`config.mk`:
```
export PLATFORM = sky130hd
export DESIGN_NAME = motor_speed_pid_controller_core
export DESIGN_NICKNAME = d
export VERILOG_FILES = /design/src/hw/rtl/mspid_pkg.sv /design/src/hw/rtl/mspid_error_state.sv /design/src/hw/rtl/motor_speed_pid_controller_core.sv
export SDC_FILE = /design/constraint.sdc
export NUM_CORES = 2
export LEC_CHECK = 0
export BUFFER_PORTS_ARGS = -buffer_cell sky130_fd_sc_hd__buf_4
export CORE_UTILIZATION = 67
export CTS_CLUSTER_SIZE = 24
export DETAILED_ROUTE_END_ITERATION = 8
export PLACE_DENSITY = 0.93
export SKIP_CTS_REPAIR_TIMING = 1
export SLEW_MARGIN = 40
export SYNTH_ARGS = -nofsm -noshare
export SYNTH_HDL_FRONTEND = slang
export SYNTH_SLANG_ARGS = --single-unit
```
`constraint.sdc`:
```
create_clock -name clock -period 8.77 [get_ports clock]
set_input_delay 1.3155 -clock clock [delete_from_list [all_inputs] [get_ports clock]]
set_output_delay 1.3155 -clock clock [all_outputs]
set_load 0.05 [all_outputs]
```
`src/hw/rtl/mspid_pkg.sv`:
```
`timescale 1ns / 1ps

package mspid_pkg;

   // field widths
   localparam int GainW  = 16;
   localparam int RpmW   = 14;
   localparam int ErrW   = RpmW + 1;      // target - speed, signed
   localparam int SumW   = 16;            // saturating error accumulator
   localparam int DiffW  = 16;            // err - last_err, signed
   localparam int LevelW = 8;
   localparam int CsrIdxW  = 2;
   localparam int CsrDataW = GainW;

   // product and sum widths (gains enter as positive signed values)
   localparam int PTermW = GainW + 1 + ErrW;
   localparam int ITermW = GainW + 1 + SumW;
   localparam int DTermW = GainW + 1 + DiffW;
   localparam int RawW   = ITermW + 2;

   // drive scaling: raw / 8000, clamped to 0..255
   localparam int Divisor  = 8000;
   localparam int DriveMax = 255;
   localparam logic signed [RawW-1:0] RawLimit = RawW'(DriveMax * Divisor);

   // raw / 8000 == (raw >> 6) / 125, the latter by reciprocal multiply
   localparam int PreShift   = 6;
   localparam int QuotDiv    = Divisor / (1 << PreShift);
   localparam int QuotInW    = 15;        // (255*8000) >> 6 fits in 15 bits
   localparam int RecipShift = 22;
   localparam int RecipW     = 16;
   localparam logic [RecipW-1:0] Recip =
      RecipW'(((1 << RecipShift) + QuotDiv - 1) / QuotDiv);
   localparam int QuotProdW  = QuotInW + RecipW;

   // register reset values
   localparam logic [GainW-1:0] PropGainRst  = GainW'(200);
   localparam logic [GainW-1:0] IntegGainRst = GainW'(5);
   localparam logic [GainW-1:0] DerivGainRst = GainW'(500);
   localparam logic [RpmW-1:0]  TargetRpmRst = RpmW'(50);

   typedef enum logic [CsrIdxW-1:0] {
      REG_PROP_GAIN  = 2'd0,
      REG_INTEG_GAIN = 2'd1,
      REG_DERIV_GAIN = 2'd2,
      REG_TARGET_RPM = 2'd3
   } csr_idx_type;

   // operands of one sample, taken before the state update
   typedef struct packed {
      logic signed [ErrW-1:0]  err;
      logic signed [SumW-1:0]  sum;
      logic signed [DiffW-1:0] diff;
   } operand_type;

endpackage

```
`src/hw/rtl/mspid_error_state.sv`:
```
`timescale 1ns / 1ps

module mspid_error_state (
   input  logic                         clock,
   input  logic                         reset,
   input  logic                         take,
   input  logic                         clear_last,
   input  logic [mspid_pkg::RpmW-1:0]   target,
   input  logic [mspid_pkg::RpmW-1:0]   speed,
   output mspid_pkg::operand_type       ops
);
   import mspid_pkg::*;

   logic signed [ErrW-1:0]  err;
   logic signed [DiffW-1:0] diff;
   logic signed [SumW:0]    sum_wide;
   logic signed [SumW-1:0]  sum_sat;

   logic signed [ErrW-1:0]  last_error_ff, last_error_in;
   logic signed [SumW-1:0]  error_sum_ff, error_sum_in;

   assign err      = signed'({1'b0, target}) - signed'({1'b0, speed});
   assign diff     = DiffW'(err) - DiffW'(last_error_ff);
   assign sum_wide = (SumW+1)'(error_sum_ff) + (SumW+1)'(err);

   // saturate when the two top bits disagree
   always_comb begin
      if (sum_wide[SumW] != sum_wide[SumW-1]) begin
         sum_sat = sum_wide[SumW] ? {1'b1, {(SumW-1){1'b0}}} : {1'b0, {(SumW-1){1'b1}}};
      end else begin
         sum_sat = sum_wide[SumW-1:0];
      end
   end

   always_comb begin
      last_error_in = last_error_ff;
      error_sum_in  = error_sum_ff;
      if (take) begin
         last_error_in = err;
         error_sum_in  = sum_sat;
      end
      if (clear_last) begin
         last_error_in = '0;
      end
   end

   always_ff @(posedge clock) begin
      if (reset) begin
         last_error_ff <= '0;
         error_sum_ff  <= '0;
      end else begin
         last_error_ff <= last_error_in;
         error_sum_ff  <= error_sum_in;
      end
   end

   assign ops.err  = err;
   assign ops.sum  = error_sum_ff;
   assign ops.diff = diff;

endmodule

```
`src/hw/rtl/motor_speed_pid_controller_core.sv`:
```
`timescale 1ns / 1ps

// Motor speed PID controller.
// req_ channel: one measured speed (rpm) per transfer. rsp_ channel: one PWM
// drive level per sample, with a flag set when the raw PID sum was clipped
// to 0 or 255. csr_ port: write-only gains and target speed; writing the
// target also clears the stored previous error.
// The error state (previous error, saturating error sum) updates on the same
// edge that the sample transfers, so a sample may follow in every cycle.
// Pipeline: the req transfer loads the operand register, then the product,
// sum/clamp and output registers follow before rsp_tvalid rises.
// Throughput: one sample per cycle while rsp_tready does not hold the
// pipeline; the three gain multiplies share one stage and the reciprocal
// multiply that replaces the divide by 8000 sits in the output stage.
// Reset: gains return to 200/5/500 hundredths, target to 50 rpm, error state
// and all stage valid bits clear.
// Stall: when rsp_tready is low, the pipeline keeps filling its empty stages
// and req_tready drops only once all four stages hold a sample.
module motor_speed_pid_controller_core (
   input  logic                          clock,
   input  logic                          reset,
   // input channel
   input  logic                          req_tvalid,
   output logic                          req_tready,
   input  logic [15:0]                   req_tdata,   // [13:0] measured_rpm, [15:14] zero
   // result channel
   output logic                          rsp_tvalid,
   input  logic                          rsp_tready,
   output logic [mspid_pkg::LevelW-1:0]  rsp_tdata,   // [7:0] drive_level
   output logic                          rsp_tuser,   // [0] clamped
   // register writes
   input  logic                          csr_wen,
   input  logic [mspid_pkg::CsrIdxW-1:0] csr_addr,
   input  logic [mspid_pkg::CsrDataW-1:0] csr_wdata
);
   import mspid_pkg::*;

   // config registers
   logic [GainW-1:0] prop_gain_ff,  prop_gain_in;
   logic [GainW-1:0] integ_gain_ff, integ_gain_in;
   logic [GainW-1:0] deriv_gain_ff, deriv_gain_in;
   logic [RpmW-1:0]  target_rpm_ff, target_rpm_in;
   logic             target_wr;

   // pipeline load enables, last stage first
   logic ld_out, ld3, ld2, ld1;
   logic req_xfer;

   // stage 1: operands
   logic        s1_v_ff, s1_v_in;
   operand_type ops;
   operand_type s1_ops_ff;

   // stage 2: products
   logic                     s2_v_ff, s2_v_in;
   logic signed [PTermW-1:0] p_term_ff, p_term_in;
   logic signed [ITermW-1:0] i_term_ff, i_term_in;
   logic signed [DTermW-1:0] d_term_ff, d_term_in;

   // stage 3: raw sum, clamp decision
   logic                      s3_v_ff, s3_v_in;
   logic signed [RawW-1:0]    raw;
   logic                      raw_neg, raw_over;
   logic                      s3_neg_ff, s3_over_ff;
   logic [QuotInW-1:0]        s3_quo_ff;

   // output stage
   logic                   rsp_v_ff, rsp_v_in;
   logic [QuotProdW-1:0]   quo_prod;
   logic [LevelW-1:0]      level_in, level_ff;
   logic                   clamp_in, clamp_ff;

   // ---------------- configuration ----------------
   always_comb begin
      prop_gain_in  = prop_gain_ff;
      integ_gain_in = integ_gain_ff;
      deriv_gain_in = deriv_gain_ff;
      target_rpm_in = target_rpm_ff;
      target_wr     = 1'b0;
      if (csr_wen) begin
         unique case (csr_idx_type'(csr_addr))
            REG_PROP_GAIN:  prop_gain_in  = csr_wdata;
            REG_INTEG_GAIN: integ_gain_in = csr_wdata;
            REG_DERIV_GAIN: deriv_gain_in = csr_wdata;
            REG_TARGET_RPM: begin
               target_rpm_in = csr_wdata[RpmW-1:0];
               target_wr     = 1'b1;
            end
         endcase
      end
   end

   always_ff @(posedge clock) begin
      if (reset) begin
         prop_gain_ff  <= PropGainRst;
         integ_gain_ff <= IntegGainRst;
         deriv_gain_ff <= DerivGainRst;
         target_rpm_ff <= TargetRpmRst;
      end else begin
         prop_gain_ff  <= prop_gain_in;
         integ_gain_ff <= integ_gain_in;
         deriv_gain_ff <= deriv_gain_in;
         target_rpm_ff <= target_rpm_in;
      end
   end

   // ---------------- flow control ----------------
   // a stage loads when it is empty or its content moves on this edge
   assign ld_out     = !rsp_v_ff || rsp_tready;
   assign ld3        = !s3_v_ff || ld_out;
   assign ld2        = !s2_v_ff || ld3;
   assign ld1        = !s1_v_ff || ld2;
   assign req_tready = ld1;
   assign req_xfer   = req_tvalid && req_tready;

   assign s1_v_in  = ld1    ? req_xfer : s1_v_ff;
   assign s2_v_in  = ld2    ? s1_v_ff  : s2_v_ff;
   assign s3_v_in  = ld3    ? s2_v_ff  : s3_v_ff;
   assign rsp_v_in = ld_out ? s3_v_ff  : rsp_v_ff;

   always_ff @(posedge clock) begin
      if (reset) begin
         s1_v_ff  <= 1'b0;
         s2_v_ff  <= 1'b0;
         s3_v_ff  <= 1'b0;
         rsp_v_ff <= 1'b0;
      end else begin
         s1_v_ff  <= s1_v_in;
         s2_v_ff  <= s2_v_in;
         s3_v_ff  <= s3_v_in;
         rsp_v_ff <= rsp_v_in;
      end
   end

   // ---------------- stage 1: error state ----------------
   mspid_error_state u_state (
      .clock      (clock),
      .reset      (reset),
      .take       (req_xfer),
      .clear_last (target_wr),
      .target     (target_rpm_ff),
      .speed      (req_tdata[RpmW-1:0]),
      .ops        (ops)
   );

   always_ff @(posedge clock) begin
      if (ld1) begin
         s1_ops_ff <= ops;
      end
   end

   // ---------------- stage 2: gain products ----------------
   assign p_term_in = signed'({1'b0, prop_gain_ff})  * s1_ops_ff.err;
   assign i_term_in = signed'({1'b0, integ_gain_ff}) * s1_ops_ff.sum;
   assign d_term_in = signed'({1'b0, deriv_gain_ff}) * s1_ops_ff.diff;

   always_ff @(posedge clock) begin
      if (ld2) begin
         p_term_ff <= p_term_in;
         i_term_ff <= i_term_in;
         d_term_ff <= d_term_in;
      end
   end

   // ---------------- stage 3: sum and range check ----------------
   assign raw      = RawW'(p_term_ff) + RawW'(i_term_ff) + RawW'(d_term_ff);
   assign raw_neg  = raw[RawW-1];
   assign raw_over = !raw_neg && (raw > RawLimit);

   always_ff @(posedge clock) begin
      if (ld3) begin
         s3_neg_ff  <= raw_neg;
         s3_over_ff <= raw_over;
         s3_quo_ff  <= raw[PreShift +: QuotInW];
      end
   end

   // ---------------- output: divide by 8000 and clamp ----------------
   // exact for every in-range value: (raw >> 6) * ceil(2^22 / 125) >> 22
   assign quo_prod = QuotProdW'(s3_quo_ff) * QuotProdW'(Recip);

   always_comb begin
      priority if (s3_neg_ff) begin
         level_in = '0;
      end else if (s3_over_ff) begin
         level_in = LevelW'(DriveMax);
      end else begin
         level_in = quo_prod[RecipShift +: LevelW];
      end
   end
   assign clamp_in = s3_neg_ff || s3_over_ff;

   always_ff @(posedge clock) begin
      if (ld_out) begin
         level_ff <= level_in;
         clamp_ff <= clamp_in;
      end
   end

   assign rsp_tvalid = rsp_v_ff;
   assign rsp_tdata  = level_ff;
   assign rsp_tuser  = clamp_ff;

   // ---------------- assertions ----------------
   // a clipped result sits at one of the rails
   a_clamp_rail : assert property (@(posedge clock) disable iff (reset)
      rsp_tvalid && rsp_tuser |-> (rsp_tdata == '0 || rsp_tdata == LevelW'(DriveMax)))
      else $error("clamped result not at a rail");

   // input back-pressure only when every stage holds a sample
   a_full_stall : assert property (@(posedge clock) disable iff (reset)
      !req_tready |-> (s1_v_ff && s2_v_ff && s3_v_ff && rsp_v_ff && !rsp_tready))
      else $error("input stalled with an empty stage");

   // an accepted sample always lands in stage 1
   a_accept_lands : assert property (@(posedge clock) disable iff (reset)
      req_tvalid && req_tready |=> s1_v_ff)
      else $error("accepted sample lost");

   // negative and over-range cannot both hold
   a_flags_excl : assert property (@(posedge clock) disable iff (reset)
      s3_v_ff |-> !(s3_neg_ff && s3_over_ff))
      else $error("raw sum flagged both negative and over range");

endmodule

```
==> flow_summary_export.csv <==
group,metric,value,unit
global_route,grt_usage,0.355,
route,antenna_left,0,
floorplanning,io-pin-count,50,
logic_synthesis,synth.cell_area,0.0413,sq mm
critical_path,arrival,7.87,ns
logic_synthesis,yosys-top-cells-area,"fa_1 (31%), ha_1 (17%), edfxtp_1 (12%)",
floorplanning,die_area,0.0626,sq mm
sta,slew_viol_final,0,
critical_path,cp_top_family,"adder cells",
logic_synthesis,synth-seq-cells,268,
critical_path,critPathRequiredTime,9.10,ns
global_route,grt_max_degree,84,
logic_synthesis,synth_top_area_share,0.310,
sta,clock_skew,0.0950,ns
final_layout,n_fill_cell,3834,
logic_synthesis,synthCells,4399,
sta,setup_violations,0,
logic_synthesis,yosysSeqAreaShare,0.171,
critical_path,crit_slowest_cell,"edfxtp_1",
critical_path,critical_path_peak_fanout,16,
clock_tree,root_buffer,"clkbuf_16",
floorplanning,rows,90,
final_layout,nets,5584,
sta,period_minus_slack,7.54,ns
final_layout,final_cell_mix,"inv_1 (891), fa_1 (640), nand2_1 (581), ha_1 (548), and2_1 (343)",
logic_synthesis,async_reset_ff_frac,0,
floorplanning,die_y,250,um
sta,finalSetupTns,0,ns
status,status,"finished clean",
route,wl_per_cell,20.8,um
sta,relSlewSlack,0.327,
logic_synthesis,avgSynthCellArea,9.38,sq um
clock_tree,cts.sinks,268,
critical_path,crit_buf_inv,5,
min_path,hold_class,"reg2reg",
sta,worst_pin_slew,1.00,ns
critical_path,path_cells,"nand2_1 -> fa_1 -> fa_1 -> inv_1 -> fa_1 -> inv_1 -> fa_1 -> inv_1 -> fa_1 -> inv_1 -> fa_1 -> inv_1 -> ha_1 -> o21a_1 -> nor2_1 -> o31ai_1 -> nand3_1 -> o31ai_1 -> a221o_1 -> a41oi_1 -> nand2b_1 -> a21oi_1 -> xnor2_1",
logic_synthesis,synth-edff-count,171,
floorplanning,initial_core_util,0.681,
clock_tree,cts_made_buffers,30,
route,totalWireLength,108,mm
critical_path,worst_setup_path_end_kind,"flip-flop",
floorplanning,core_area,0.0606,sq mm
global_route,grt_pass1_wl,175,mm
route,drcViolationCount,0,
critical_path,cp_common_cell,"fa_1",
critical_path,max_stage_delay,0.90,ns
sta,rsz0062_at_grt,"no",
clock_tree,clk_pin_slew,0.07,ns
clock_tree,clock_latency,0.66,ns
run,maxCapViolCount,0,
final_layout,layout-drive-gt1-share,0.0331,
placed_design,dp_hpwl,81.1,mm
logic_synthesis,yosys_warnings,0,
sta,fmax,133,MHz
critical_path,critical_path.startpoint_type,"flip-flop",
placed_design,place_inst,5107,
critical_path,critPathKind,"reg2reg",
route,firstDrtPassIters,8,
logic_synthesis,synth.distinct_cells,81,
clock_tree,cts_tree,"yes",
final_layout,syn_to_final_growth,4.75,%
final_layout,fin_cells,5164,
floorplanning,die_w,250,um
sta,min_period_over_period,0.859,
clock_tree,htreeDepth,1,
final_layout,final_common_cell,"inv_1",
logic_synthesis,yosys.area.top_type,"fa_1",
placed_design,globalplace.congestion,0.985,
route,drt-initial-drc-count,3189,
global_route,globalRouteOverflowTotal,0,
route,vias,32033,
placed_design,io_buffers,47,
global_route,antenna_found_initial,0,
sta,hold_viol,0,
logic_synthesis,synthFlopType,"edfxtp_1",
global_route,grt_pass1_vias,35342,
logic_synthesis,syn_nets,5626,
route,vias_per_cell,6.20,
clock_tree,clock_path_buffers,3,
## metrics by stage
stage	utilization	instance area (sq um)	worst slack (ns)	hold slack [ns]
floorplan	-	41300	2.30	0.426
global placement	0.696	42200	1.68	0.430
detailed placement	0.696	42200	1.47	0.442
CTS	0.713	43200	1.38	0.451
global route	0.714	43200	1.06	0.470
finish	0.714	43200	1.23	0.453
## cell families (layout without fill, tap and decap cells)
family / Yosys count / count (layout) / synth area share
xor+xnor: 142 / 142 / 0.0301
fa+ha+maj: 1195 / 1195 / 0.478
mux: 2 / 2 / 0.000485
other cells: 0 / 1 / 0
buf+inv: 1027 / 1009 / 0.0938
flops: 268 / 268 / 0.171
simple gates: 1271 / 1271 / 0.150
compound gates: 494 / 494 / 0.0763
## cell usage after synthesis (4+ instances only)
cell type and count:
or4_1 5, xnor2_1 104, nor3_1 41, maj3_1 7
o2111ai_1 8, o21ai_0 64, clkbuf_1 128, nand3_1 28
a21oi_1 195, a31o_2 4, o211ai_1 6, or2_2 10
nand2_1 581, a21o_1 61, and3_1 16, o31ai_1 14
a21boi_0 11, nand4_1 15, a211oi_1 24, a221o_1 4
nand3b_1 17, a211o_1 7, xor2_1 38, nor2_1 131
edfxtp_1 171, and4_1 7, o21a_1 24, nor2b_1 12
dfxtp_1 97, and2_1 343, ha_1 548, or3_1 10
nand2b_1 37, inv_1 891, a31oi_1 13, fa_1 640
o21bai_1 15
## metal layers
metal  vias up  track usage  routed length (um)
met1     15491        0.405               36800
met5         -      0.00232                   0
met2      2101        0.585               50600
li1      13781            -                   -
met3       660       0.0783               10900
met4         0        0.271                9340
## final cells by class
| cell class | count | area (sq um) | share of cell area |
|---|---|---|---|
| antenna | 1 | 2.50 | 0.0000579 |
| clock buffer | 35 | 812 | 0.0188 |
| clock inverter | 21 | 213 | 0.00492 |
| inverter | 893 | 3350 | 0.0775 |
| multi-input combinational | 3104 | 30300 | 0.702 |
| sequential | 268 | 7080 | 0.164 |
| tap | 782 | 978 | 0.0226 |
| timing repair buffer | 60 | 454 | 0.0105 |
## registers in the layout, indices dropped and copies added, names as in the netlist, 8 cells and up
name	cells
rsp_tdata	8
integ_gain_ff	16
p_term_ff	32
prop_gain_ff	16
s3_quo_ff	15
d_term_ff	33
i_term_ff	33
deriv_gain_ff	16
target_rpm_ff	14
u_state.last_error_ff	15
s1_ops_ff	47
u_state.error_sum_ff	16
## tightest hold or removal path, cell delays in order (launching register included)
cell	delay (ns)
dfxtp_1	0.31
inv_1	0.05
a21oi_1	0.05
## final timing paths
| path | from | to | slack [ns] | cells past startpoint |
|---|---|---|---|---|
| worst min register to register | s1_v_ff | s2_v_ff | 0.45 | 2 |
| worst max-delay path | s1_ops_ff[33] | p_term_ff[26] | 1.23 | 23 |
| worst min-delay path | s1_v_ff | s2_v_ff | 0.45 | 2 |
| worst max register to register | s1_ops_ff[33] | p_term_ff[26] | 1.23 | 23 |
Power is not shown: default switching activity piles up to over one toggle a cycle in this logic, so the estimate is an artifact.
